<file path="src/hdl/ttid_pkg.sv">
// Shared types, constants and codes for the timer table with id allocation.
`default_nettype none
package ttid_pkg;

	localparam int MAX_TIMERS   = 16;
	localparam int RESULT_LIMIT = 16;
	localparam int CNT_W  = $clog2(MAX_TIMERS + 1);
	localparam int IDX_W  = (MAX_TIMERS > 1) ? $clog2(MAX_TIMERS) : 1;
	localparam int NCNT_W = $clog2(RESULT_LIMIT + 1);
	localparam int TIME_W  = 48;
	localparam int DELAY_W = 32;
	localparam int ID_W    = 16;
	localparam int SHORT_W = 32;
	localparam logic [TIME_W-1:0] SHORTEST_SAT = TIME_W'(32'h7FFF_FFFF);

	typedef enum logic [1:0] {
		MODE_SET    = 2'd0,
		MODE_REMOVE = 2'd1,
		MODE_POLL   = 2'd2,
		MODE_QUERY  = 2'd3
	} mode_t;

	typedef enum logic [3:0] {
		ST_IDLE,
		ST_SET_RD,
		ST_SET_EV,
		ST_SET_WR,
		ST_CMP_RD,
		ST_CMP_EV,
		ST_QRY_RD,
		ST_QRY_EV,
		ST_EMIT
	} state_t;

	typedef struct packed {
		logic [TIME_W-1:0] alarm;
		logic [ID_W-1:0]   id;
	} entry_t;

	typedef struct packed {
		logic                      status;
		logic [ID_W-1:0]           result_id;
		logic                      expired;
		logic signed [SHORT_W-1:0] shortest_ms;
		logic                      last;
	} result_t;

endpackage
`default_nettype wire

</file>
<file path="src/hdl/ttid_mem.sv">
// Timer entry memory: one write port, one registered read port.
`default_nettype none
module ttid_mem (
	input  wire logic                    clk,
	input  wire logic                    we,
	input  wire logic [ttid_pkg::IDX_W-1:0] waddr,
	input  wire ttid_pkg::entry_t        wdata,
	input  wire logic                    re,
	input  wire logic [ttid_pkg::IDX_W-1:0] raddr,
	output ttid_pkg::entry_t             rdata
);

	ttid_pkg::entry_t mem [ttid_pkg::MAX_TIMERS];

	always_ff @(posedge clk) begin
		if (we) begin
			mem[waddr] <= wdata;
		end
	end

	// hold the read data until the next read
	always_ff @(posedge clk) begin
		if (re) begin
			rdata <= mem[raddr];
		end
	end

endmodule
`default_nettype wire

</file>
<file path="src/hdl/ttid_ctrl.sv">
// Sequencer that walks the timer memory for set, remove, poll and query.
`default_nettype none
module ttid_ctrl (
	input  wire logic                          clk,
	input  wire logic                          arst_n,
	input  wire logic                          in_valid,
	output logic                               in_stall,
	input  wire logic [1:0]                    mode,
	input  wire logic [ttid_pkg::TIME_W-1:0]   now_ms,
	input  wire logic [ttid_pkg::DELAY_W-1:0]  delay_ms,
	input  wire logic [ttid_pkg::ID_W-1:0]     request_id,
	output logic                               res_valid,
	output ttid_pkg::result_t                  res,
	input  wire logic                          res_take
);

	ttid_pkg::state_t st_q, st_d;
	logic [ttid_pkg::CNT_W-1:0]  cnt_q, cnt_d, r_q, r_d, w_q, w_d;
	logic [ttid_pkg::NCNT_W-1:0] n_q, n_d;
	logic [ttid_pkg::ID_W-1:0]   ctr_q, ctr_d, cand_q, cand_d, pend_id_q, pend_id_d;
	logic [ttid_pkg::ID_W-1:0]   req_q, req_d;
	logic                        found_q, found_d, pend_q, pend_d;
	logic                        poll_q, poll_d;
	logic [ttid_pkg::TIME_W-1:0] now_q, now_d, alarm_q, alarm_d, short_q, short_d;
	ttid_pkg::result_t           res_q, res_d;

	logic                        mem_we, mem_re;
	logic [ttid_pkg::IDX_W-1:0]  mem_waddr, mem_raddr;
	ttid_pkg::entry_t            mem_wdata, rdata;

	logic [ttid_pkg::TIME_W:0]   sum;
	logic [ttid_pkg::TIME_W-1:0] diff, val;
	logic                        due, drop, at_end, hold;
	logic [ttid_pkg::CNT_W-1:0]  r_inc, w_inc;

	ttid_mem u_mem (
		.clk   (clk),
		.we    (mem_we),
		.waddr (mem_waddr),
		.wdata (mem_wdata),
		.re    (mem_re),
		.raddr (mem_raddr),
		.rdata (rdata)
	);

	assign sum   = {1'b0, now_ms} + {{(ttid_pkg::TIME_W + 1 - ttid_pkg::DELAY_W){1'b0}}, delay_ms};
	assign due   = (rdata.alarm <= now_q);
	assign diff  = rdata.alarm - now_q;
	assign val   = due ? '0 : ((diff > ttid_pkg::SHORTEST_SAT) ? ttid_pkg::SHORTEST_SAT : diff);
	assign r_inc = r_q + ttid_pkg::CNT_W'(1);
	assign w_inc = w_q + ttid_pkg::CNT_W'(1);
	assign at_end = (r_inc == cnt_q);
	assign drop  = poll_q ? (due && (n_q < ttid_pkg::NCNT_W'(ttid_pkg::RESULT_LIMIT)))
	                      : ((rdata.id == req_q) && !found_q);
	// a new due timer must first push out the one held back
	assign hold  = poll_q && drop && pend_q && !res_take;

	// next state
	always_comb begin
		st_d      = st_q;
		cnt_d     = cnt_q;
		r_d       = r_q;
		w_d       = w_q;
		n_d       = n_q;
		ctr_d     = ctr_q;
		cand_d    = cand_q;
		pend_id_d = pend_id_q;
		req_d     = req_q;
		found_d   = found_q;
		pend_d    = pend_q;
		poll_d    = poll_q;
		now_d     = now_q;
		alarm_d   = alarm_q;
		short_d   = short_q;
		res_d     = res_q;
		case (st_q)
			ttid_pkg::ST_IDLE: begin
				if (in_valid) begin
					res_d   = '0;
					res_d.last = 1'b1;
					now_d   = now_ms;
					req_d   = request_id;
					r_d     = '0;
					w_d     = '0;
					n_d     = '0;
					found_d = 1'b0;
					pend_d  = 1'b0;
					poll_d  = (mode == ttid_pkg::MODE_POLL);
					short_d = ttid_pkg::SHORTEST_SAT;
					case (mode)
						ttid_pkg::MODE_SET: begin
							alarm_d = sum[ttid_pkg::TIME_W] ? '1 : sum[ttid_pkg::TIME_W-1:0];
							cand_d  = ctr_q + ttid_pkg::ID_W'(1);
							if (cnt_q >= ttid_pkg::CNT_W'(ttid_pkg::MAX_TIMERS)) begin
								res_d.status = 1'b1;
								st_d = ttid_pkg::ST_EMIT;
							end else if (cnt_q == '0) begin
								st_d = ttid_pkg::ST_SET_WR;
							end else begin
								st_d = ttid_pkg::ST_SET_RD;
							end
						end
						ttid_pkg::MODE_QUERY: begin
							if (cnt_q == '0) begin
								res_d.shortest_ms = '1;
								st_d = ttid_pkg::ST_EMIT;
							end else begin
								st_d = ttid_pkg::ST_QRY_RD;
							end
						end
						default: begin
							st_d = (cnt_q == '0) ? ttid_pkg::ST_EMIT : ttid_pkg::ST_CMP_RD;
						end
					endcase
				end
			end
			ttid_pkg::ST_SET_RD: st_d = ttid_pkg::ST_SET_EV;
			ttid_pkg::ST_SET_EV: begin
				if (rdata.id == cand_q) begin
					// id taken: try the next one from the top of the table
					cand_d = cand_q + ttid_pkg::ID_W'(1);
					r_d    = '0;
					st_d   = ttid_pkg::ST_SET_RD;
				end else if (at_end) begin
					st_d = ttid_pkg::ST_SET_WR;
				end else begin
					r_d  = r_inc;
					st_d = ttid_pkg::ST_SET_RD;
				end
			end
			ttid_pkg::ST_SET_WR: begin
				cnt_d = cnt_q + ttid_pkg::CNT_W'(1);
				ctr_d = cand_q;
				res_d.result_id = cand_q;
				st_d  = ttid_pkg::ST_EMIT;
			end
			ttid_pkg::ST_CMP_RD: st_d = ttid_pkg::ST_CMP_EV;
			ttid_pkg::ST_CMP_EV: begin
				if (!hold) begin
					if (drop) begin
						found_d = 1'b1;
						if (poll_q) begin
							pend_d    = 1'b1;
							pend_id_d = rdata.id;
							n_d       = n_q + ttid_pkg::NCNT_W'(1);
						end
					end else begin
						w_d = w_inc;
					end
					r_d = r_inc;
					if (at_end) begin
						cnt_d = drop ? w_q : w_inc;
						res_d = '0;
						res_d.last = 1'b1;
						if (pend_d) begin
							res_d.result_id = pend_id_d;
							res_d.expired   = 1'b1;
						end
						st_d = ttid_pkg::ST_EMIT;
					end else begin
						st_d = ttid_pkg::ST_CMP_RD;
					end
				end
			end
			ttid_pkg::ST_QRY_RD: st_d = ttid_pkg::ST_QRY_EV;
			ttid_pkg::ST_QRY_EV: begin
				if (val < short_q) begin
					short_d = val;
				end
				r_d = r_inc;
				if (at_end) begin
					res_d.shortest_ms = short_d[ttid_pkg::SHORT_W-1:0];
					st_d = ttid_pkg::ST_EMIT;
				end else begin
					st_d = ttid_pkg::ST_QRY_RD;
				end
			end
			ttid_pkg::ST_EMIT: begin
				if (res_take) begin
					st_d = ttid_pkg::ST_IDLE;
				end
			end
			default: st_d = ttid_pkg::ST_IDLE;
		endcase
	end

	// outputs
	always_comb begin
		in_stall  = (st_q != ttid_pkg::ST_IDLE);
		mem_re    = 1'b0;
		mem_raddr = r_q[ttid_pkg::IDX_W-1:0];
		mem_we    = 1'b0;
		mem_waddr = w_q[ttid_pkg::IDX_W-1:0];
		mem_wdata = rdata;
		res_valid = 1'b0;
		res       = res_q;
		case (st_q)
			ttid_pkg::ST_SET_RD, ttid_pkg::ST_CMP_RD, ttid_pkg::ST_QRY_RD: mem_re = 1'b1;
			ttid_pkg::ST_SET_WR: begin
				mem_we    = 1'b1;
				mem_waddr = cnt_q[ttid_pkg::IDX_W-1:0];
				mem_wdata = '{alarm: alarm_q, id: cand_q};
			end
			ttid_pkg::ST_CMP_EV: begin
				// compact survivors towards the front of the table
				mem_we = !drop;
				if (poll_q && drop && pend_q) begin
					res_valid = 1'b1;
					res = '0;
					res.result_id = pend_id_q;
					res.expired   = 1'b1;
				end
			end
			ttid_pkg::ST_EMIT: res_valid = 1'b1;
			default: ;
		endcase
	end

	always_ff @(posedge clk or negedge arst_n) begin
		if (!arst_n) begin
			st_q  <= ttid_pkg::ST_IDLE;
			cnt_q <= '0;
			ctr_q <= '0;
		end else begin
			st_q  <= st_d;
			cnt_q <= cnt_d;
			ctr_q <= ctr_d;
		end
	end

	always_ff @(posedge clk) begin
		r_q       <= r_d;
		w_q       <= w_d;
		n_q       <= n_d;
		cand_q    <= cand_d;
		pend_id_q <= pend_id_d;
		req_q     <= req_d;
		found_q   <= found_d;
		pend_q    <= pend_d;
		poll_q    <= poll_d;
		now_q     <= now_d;
		alarm_q   <= alarm_d;
		short_q   <= short_d;
		res_q     <= res_d;
	end

endmodule
`default_nettype wire

</file>
<file path="src/hdl/timer_table_with_id_allocation.sv">
// Timer table with id allocation: top level with the result output register.
// One transaction in at a time. A set reads and evaluates every live entry
// for each id candidate tried, restarting the walk when the candidate is
// taken, and then writes the new entry; remove and poll read and evaluate
// every live entry, with each reported timer but the final one leaving during
// the walk and holding the walk only while the output is stalled; a query
// also reads and evaluates every live entry. The timer memory is read and
// evaluated one entry at a time. Results leave through an output register,
// so the next transaction is taken while the last result waits.
`default_nettype none
module timer_table_with_id_allocation (
	input  wire logic        clk,
	input  wire logic        arst_n,
	input  wire logic        in_valid,
	output logic             in_stall,
	input  wire logic [1:0]  mode,
	input  wire logic [47:0] now_ms,
	input  wire logic [31:0] delay_ms,
	input  wire logic [15:0] request_id,
	output logic             out_valid,
	input  wire logic        out_stall,
	output logic             status,
	output logic [15:0]      result_id,
	output logic             expired,
	output logic signed [31:0] shortest_ms,
	output logic             last
);

	logic              res_valid, res_take, out_valid_q;
	ttid_pkg::result_t res, out_q;

	ttid_ctrl u_ctrl (
		.clk        (clk),
		.arst_n     (arst_n),
		.in_valid   (in_valid),
		.in_stall   (in_stall),
		.mode       (mode),
		.now_ms     (now_ms),
		.delay_ms   (delay_ms),
		.request_id (request_id),
		.res_valid  (res_valid),
		.res        (res),
		.res_take   (res_take)
	);

	assign res_take = !out_valid_q || !out_stall;

	always_ff @(posedge clk or negedge arst_n) begin
		if (!arst_n) begin
			out_valid_q <= 1'b0;
		end else if (res_take) begin
			out_valid_q <= res_valid;
		end
	end

	always_ff @(posedge clk) begin
		if (res_take && res_valid) begin
			out_q <= res;
		end
	end

	assign out_valid   = out_valid_q;
	assign status      = out_q.status;
	assign result_id   = out_q.result_id;
	assign expired     = out_q.expired;
	assign shortest_ms = out_q.shortest_ms;
	assign last        = out_q.last;

endmodule
`default_nettype wire
</file>
<file path="config.mk">
export PLATFORM = sky130hd
export DESIGN_NAME = timer_table_with_id_allocation
export DESIGN_NICKNAME = d
export VERILOG_FILES = /design/src/hdl/ttid_pkg.sv /design/src/hdl/ttid_mem.sv /design/src/hdl/ttid_ctrl.sv /design/src/hdl/timer_table_with_id_allocation.sv
export SDC_FILE = /design/constraint.sdc
export NUM_CORES = 2
export LEC_CHECK = 0
export ABC_CLOCK_PERIOD_IN_PS = 19700
export BUFFER_PORTS_ARGS = -buffer_cell sky130_fd_sc_hd__buf_2
export CAP_MARGIN = 5
export CORE_MARGIN = 1
export CORE_UTILIZATION = 53
export DETAILED_ROUTE_END_ITERATION = 6
export PLACE_DENSITY = 0.69
export SLEW_MARGIN = 40
export SYNTH_ARGS = -nofsm -noshare
export SYNTH_HDL_FRONTEND = slang
export SYNTH_SLANG_ARGS = --single-unit
</file>
<file path="constraint.sdc">
create_clock -name clk -period 19.7 [get_ports clk]
set_input_delay 2.955 -clock clk [delete_from_list [all_inputs] [get_ports clk]]
set_output_delay 2.955 -clock clk [all_outputs]
set_load 0.01 [all_outputs]
</file>
Word level (Yosys, flattened, before mapping)
Memories as Yosys holds them, arrays and structs flattened. A register that Yosys moved wholly into a read port is not among the register bits.
Index checks and enable logic that the tools add are counted.

word-level totals
  output and inout port bits = 53
  memories = 1
  input bits = 102
  bits in writable memories = 1024
  word-level logic and storage cells = 179
  register bits after elaboration = 338

operators by class
  reduce and logical (&&, ||, !) cells = 39
  mux-type cells = 74
  order comparisons = 5
  bitwise operators = 1
  add/subtract/negate cells = 8
  equality and inequality tests = 24

memory list
  memory            words  width  rd ports  clocked after memory_dff  wr ports  line            source
  u_ctrl.u_mem.mem  16     64     1         1                         1         ttid_mem.sv:13  ttid_pkg::entry_t mem [ttid_pkg::MAX_TIMERS];

operators by type and width
  cell                                                                    count
  51-bit two-way mux                                                      5
  48-bit two-way mux                                                      4
  32-bit two-way mux                                                      3
  32-bit one-hot mux with 3 select lines                                  1
  48-bit one-hot mux with 2 select lines                                  1
  16-bit two-way mux                                                      5
  64-bit two-way mux                                                      1
  5-bit two-way mux                                                       11
  48-bit by 32-bit adder with 49-bit output                               1
  48-bit by 31-bit > comparator with 1-bit output, second input constant  1
  48-bit <= comparator                                                    1
  48-bit < comparator                                                     1
  16-bit one-hot mux with 3 select lines                                  1
  48-bit subtractor                                                       1
  4-bit two-way mux                                                       9
  4-bit one-hot mux with 9 select lines                                   1
  16-bit by 1-bit adder with 16-bit output, second input constant         2
  16-bit equality test                                                    2
  16-bit one-hot mux with 2 select lines                                  1
  5-bit one-hot mux with 2 select lines                                   3
  5-bit by 1-bit adder with 5-bit output, second input constant           4
  5-bit one-hot mux with 4 select lines                                   1
  4-bit AND reduction                                                     5
  17-bit two-way mux                                                      1
  29 further kinds                                                        85

Logic depth before layout (Yosys ltp)
  word-level depth = 12
  depth in mapped cells = 29
  gate-level depth less buffers = 27

By module
From an unflattened synthesis, not the netlist that was laid out.

second synthesis, totals
  cells, all modules = 3821
  area, all modules = 61430.2 um^2

by module, submodules not included
  module                          area an instance (um^2)  cells an instance  seq. area each (um^2)  instances
  ttid_mem                        40222.3                  1647               32671.3                1
  ttid_ctrl                       19628.8                  2119               8433.1                 1
  timer_table_with_id_allocation  1579.0                   55                 1556.5                 1

Worst setup path after synthesis
OpenSTA, ideal clock, no wires.

  path kind = flip-flop to flip-flop
  from = register u_ctrl.now_q[0] (netlist name)
  to = register u_ctrl.short_q[32] (netlist name) (enable)
  data required time = 19.289 ns
  slack = 12.774 ns
  arrival time = 6.515 ns
  path buffers = 2
  cell stages (with the launch flop) = 28
  setup time = 0.411 ns
  clock period less this slack = 6.926 ns
  cells stage by stage = edfxtp_1 -> ha_1 -> inv_1 -> fa_1 -> a21o_1 -> a21oi_2 -> o221a_4 -> o211ai_4 -> o21ai_2 -> or3b_1 -> a2111oi_2 -> o2111ai_1 -> nor4b_4 -> buf_4 -> a21oi_2 -> ha_1 -> a21o_1 -> a21o_1 -> a21o_1 -> a21o_1 -> a21o_1 -> a21o_1 -> a21oi_1 -> o21ai_0 -> a2111oi_2 -> o21ai_4 -> buf_6 -> o21ai_0

on the way
  longest elaborated chain between the ends = 7
  elaborated cells between the ends (all ways) = 8
  those cells by class = add/sub: 1; order compare: 3; eq/ne: 1; mux: 2; reduce/logical: 1

RTL lines
  what                                                                   line              source
  from (decl)                                                            ttid_ctrl.sv:24   logic [ttid_pkg::TIME_W-1:0] now_q, now_d, alarm_q, alarm_d, short_q, short_d;
  from (signal assigned)                                                 ttid_ctrl.sv:241  now_q <= now_d;
  48-bit subtractor                                                      ttid_ctrl.sv:48   assign diff = rdata.alarm - now_q;
  48-bit by 31-bit > comparator with 1-bit output                        ttid_ctrl.sv:49   assign val = due ? '0 : ((diff > ttid_pkg::SHORTEST_SAT) ? ttid_pkg::SHORTEST_SAT : diff);
  48-bit two-way mux                                                     ttid_ctrl.sv:49
  48-bit two-way mux (*)                                                 ttid_ctrl.sv:49
  48-bit < comparator (*)                                                ttid_ctrl.sv:167  if (val < short_q) begin
  2-bit by 1-bit inequality test with 1-bit output (no source line) (*)  -
  3-bit AND reduction (no source line) (*)                               -
  to (signal assigned)                                                   ttid_ctrl.sv:243  short_q <= short_d;
  to (decl)                                                              ttid_ctrl.sv:24

Mark *: on every way between the ends. The rest lies on a longest branch, timed or not.
A chain may end at the register's enable or synchronous reset.

Worst setup path in the final report
  from = register, netlist name u_ctrl.u_mem.rdata[16]
  to = register u_ctrl.short_q[47] (netlist name) (enable)

on the way
  longest elaborated chain between the ends = 7
  elaborated cells between the ends (all ways) = 8
  those cells by class = add/sub: 1; order compare: 3; eq/ne: 1; mux: 2; reduce/logical: 1

RTL lines
  what                                                                   line
  48-bit subtractor                                                      ttid_ctrl.sv:48
  48-bit by 31-bit > comparator with 1-bit output                        ttid_ctrl.sv:49
  48-bit two-way mux                                                     ttid_ctrl.sv:49
  48-bit two-way mux (*)                                                 ttid_ctrl.sv:49
  48-bit < comparator (*)                                                ttid_ctrl.sv:167
  2-bit by 1-bit inequality test with 1-bit output (no source line) (*)  -
  3-bit AND reduction (no source line) (*)                               -

Marked as above.

==> summary.md <==
| Metric | Value |
|---|---|
| Largest area contributor in the netlist | edfxtp_1 |
| Arrival @ worst endpoint | between 8 and 9 ns |
| Clock skew | ~0.027 ns |
| Finished Layout Cells | ~5500 |
| TritonCTS clock tree | built |
| Post-synthesis async set-or-reset flop share | 0.0182 |
| Die span in y | approximately 340 um |
| Postcts setup bufs | 0 |
| DP Wirelength | 90100 um |
| Fmax achieved | ~0.13 GHz |
| Post-synthesis sequential area ratio | 0.698 |
| Storage cell area | about 43000 um2 |
| First-pass GRT wire length | between 200000 and 250000 um |
| Final max-slew violation count | 0 |
| Post-synthesis instance total | 3626 |
| First-pass DRT Iterations | 5 |
| Core Rows | approximately 120 |
| CTS buffer count | approximately 140 |
| R2r setup slk | 12.04 ns |
| Area grow syn2layout | 12.6% |
| Multi-input gate area | 17700 um2 |
| WL/cell | ~27 um |
| Synth top area share | 0.687 |
| Synth Register Bits | approximately 1400 |
| Clock period minus worst slack | between 7 and 8 ns |
| CP endpoint kind | flip-flop |
| Largest net degree at the start of global routing | 84 |
| Yosys cell types | 78 |
| Placed insts | between 5000 and 6000 |
| Yosys warns | 0 |
| CTS Buffer Depth | 3 |
| Area contributors post-synth | edfxtp_1, mux4_2, ha_1 |
| Worst r2r src | u_ctrl.u_mem.rdata[16] |
| RSZ-0062 raised after global routing | false |
| Peak VDD IR | ~0.00011 V |
| Post-Syn Area | 61100 um2 |
| Total GRT Usage | 0.257 |
| Syn avg cell area | ~17 um2 |
| Crit-path max cell delay | 0.49 ns |
| Setup Viol. Count Final | 0 |
| GRT overflow | 0 |
| Via count | between 30000 and 40000 |
| Die Area | roughly 120000 um2 |
| Static leakage | roughly 24 nW |
| Area after DPL | around 64000 um2 |
| Root Buffer | clkbuf_16 |
| Crit-path most repeated cell | a21o_1 |
| I/O pin count | between 150 and 200 |
| Cts repair resizes | 0 |
| Hold EP | u_ctrl.ctr_q[0] |
| Layout cell share with drive strength beyond 1 | 0.209 |
| Relative slew margins | 0.415 |
| Post-synth EDFFs | roughly 1400 |
| DR vias/cell | between 6 and 7 |
| Hold WS | about 0.48 ns |
| Reg2reg path depth | 29 |
| PD cells | 148 nW/um2 |
| Number of global-route vias before repair | between 30000 and 40000 |
| DRT antenna net count | 0 |
| Clock sinks | about 1400 |
| Post-route clock period utilization | 0.389 |
| DRT iter0 DRCs | ~3700 |
| Clk slew on worst S/H paths | roughly 0.060 ns |
| Die Width | approximately 340 um |
| Number of antenna violations at the first check in global routing | 11 |
| Port bufs | ~150 |
| Starting Density | 0.534 |
| DRC Markers | 0 |
| Final Cell Area | approximately 70000 um2 |
| Routed wire length | between 100000 and 150000 um |
| Worst min-delay path startpoint | u_ctrl.ctr_q[0] |
| Slowest stage cell on the critical path | a311oi_1 |
| Crit path max fanout | 33 |
| Hold crit path type | reg2reg |
| Most common flop cell mapped by yosys | edfxtp_1 |
| Core box area | ~110000 um2 |
| Sum of negative setup slack | 0 ns |
| CP Class | reg2reg |
| CTS H-Tree Depth | 4 |
| Slew @ Worst Pin | 0.877 ns |
| Fill count | roughly 8400 |
| Gpl congestion | ~0.93 |
| Crit path launch type | flip-flop |
| Max-Cap Viols | 0 |
| WP data required | about 20 ns |
| Terminus of the critical flop-to-flop path | u_ctrl.short_q[47] |
| Hold path depth | 2 |
| Worst-skew pair later-pin latency | around 0.77 ns |
| Final-stage net count | roughly 4100 |
| CTS Hold Buffers Added | 0 |
| Hold violation total from the final report | 0 |
| Status | complete, no violations |
==> layout by cell type, fill, tap and decap left out, types with 82 or more instances in the layout <==
cell and n:
nor2_1 82, nand2_1 439, ha_1 136, mux4_2 320, buf_2 156, a21oi_1 133
inv_1 140, edfxtp_1 1399, clkbuf_16 149, o21ai_0 90
==> report_power, final <==
group          switching (W)  leakage [nW]  internal [W]
Combinational        0.00202          8.83       0.00124
Clock                0.00114          2.18       0.00146
Sequential          0.000207          12.9       0.00412
==> kinds of logic after synthesis <==
group,synth area share
buf+inv,0.0188
other cells,0.0000614
flops,0.698
simple gates,0.0582
xor+xnor,0.0185
fa+ha+maj,0.0285
compound gates,0.0474
mux,0.130
==> registers in the layout (all words and copies together) (netlist names), 4 cells and up <==
| name | count |
|---|---|
| u_ctrl.u_mem.mem | 1024 |
| u_ctrl.u_mem.rdata | 64 |
| u_ctrl.res_q | 50 |
| u_ctrl.alarm_q | 48 |
| u_ctrl.now_q | 48 |
| u_ctrl.short_q | 48 |
| shortest_ms | 32 |
| result_id | 16 |
| u_ctrl.cand_q | 16 |
| u_ctrl.ctr_q | 16 |
| u_ctrl.pend_id_q | 16 |
| u_ctrl.req_q | 16 |
| u_ctrl.cnt_q | 5 |
| u_ctrl.n_q | 5 |
| u_ctrl.r_q | 5 |
| u_ctrl.w_q | 5 |
| u_ctrl.st_q | 4 |
==> synth_stat cells, types with 44 or more instances <==
cell and number:
edfxtp_1 1399, nand2_1 439, mux4_2 320, inv_1 141
ha_1 136, a21oi_1 134, nor2_1 102, clkbuf_1 95
o21ai_0 91, xor2_1 76, mux2i_1 55, nand3_1 54
xnor2_1 53, and2_1 45, a21o_1 44
==> critical path, delay by kind of cell (launching register included) <==
kind                       cells  cell delay (ns)
AOI/OAI and AO/OA             14             2.77
xor gates and xnor gates       1             0.21
adders and majority gates      3             0.90
buffers and inverters          5             1.14
DFF                            1             0.38
and+or+nand+nor                6             1.94
==> worst max-delay path by stage <==
stage	start	end	slack, ns	cells after the start
detailed placement	u_ctrl.u_mem.rdata[16]	u_ctrl.short_q[41]	12.08	29
CTS	u_ctrl.u_mem.rdata[16]	u_ctrl.short_q[34]	12.07	29
global route	u_ctrl.u_mem.rdata[16]	u_ctrl.short_q[34]	11.67	29
finish	u_ctrl.u_mem.rdata[16]	u_ctrl.short_q[47]	12.04	29
floorplan	u_ctrl.now_q[0]	u_ctrl.short_q[32]	12.77	27
global placement	u_ctrl.u_mem.rdata[16]	u_ctrl.short_q[40]	12.14	29
==> stage by stage <==
| stage | util | worst slack [ns] | power [W] |
|---|---|---|---|
| 3_3_place_gp | 0.560 | 12.14 | 0.00754 |
| 5_1_grt | 0.602 | 11.67 | 0.0106 |
| 2_1_floorplan | - | 12.77 | 0.00658 |
| 6_report | 0.602 | 12.04 | 0.0102 |
| 4_1_cts | 0.602 | 12.07 | 0.0102 |
| 3_5_place_dp | 0.563 | 12.08 | 0.00761 |
==> layer usage <==
metal  wire length (um)  GRT usage
met2              69200      0.394
met1              63100      0.388
met4               2950     0.0629
met3              13700     0.0436
met5                 94          0
==> cell type report <==
cell class | instances | share of cell area
diodes | 1 | 0.0000364
multi-input cells | 1940 | 0.257
clock buffers | 181 | 0.0565
flip-flops and latches | 1425 | 0.620
well taps | 1512 | 0.0275
inverters | 144 | 0.00787
repair buffers | 231 | 0.0228
clock inverters | 78 | 0.00818
No activity file was read; power rests on OpenSTA's default activity.
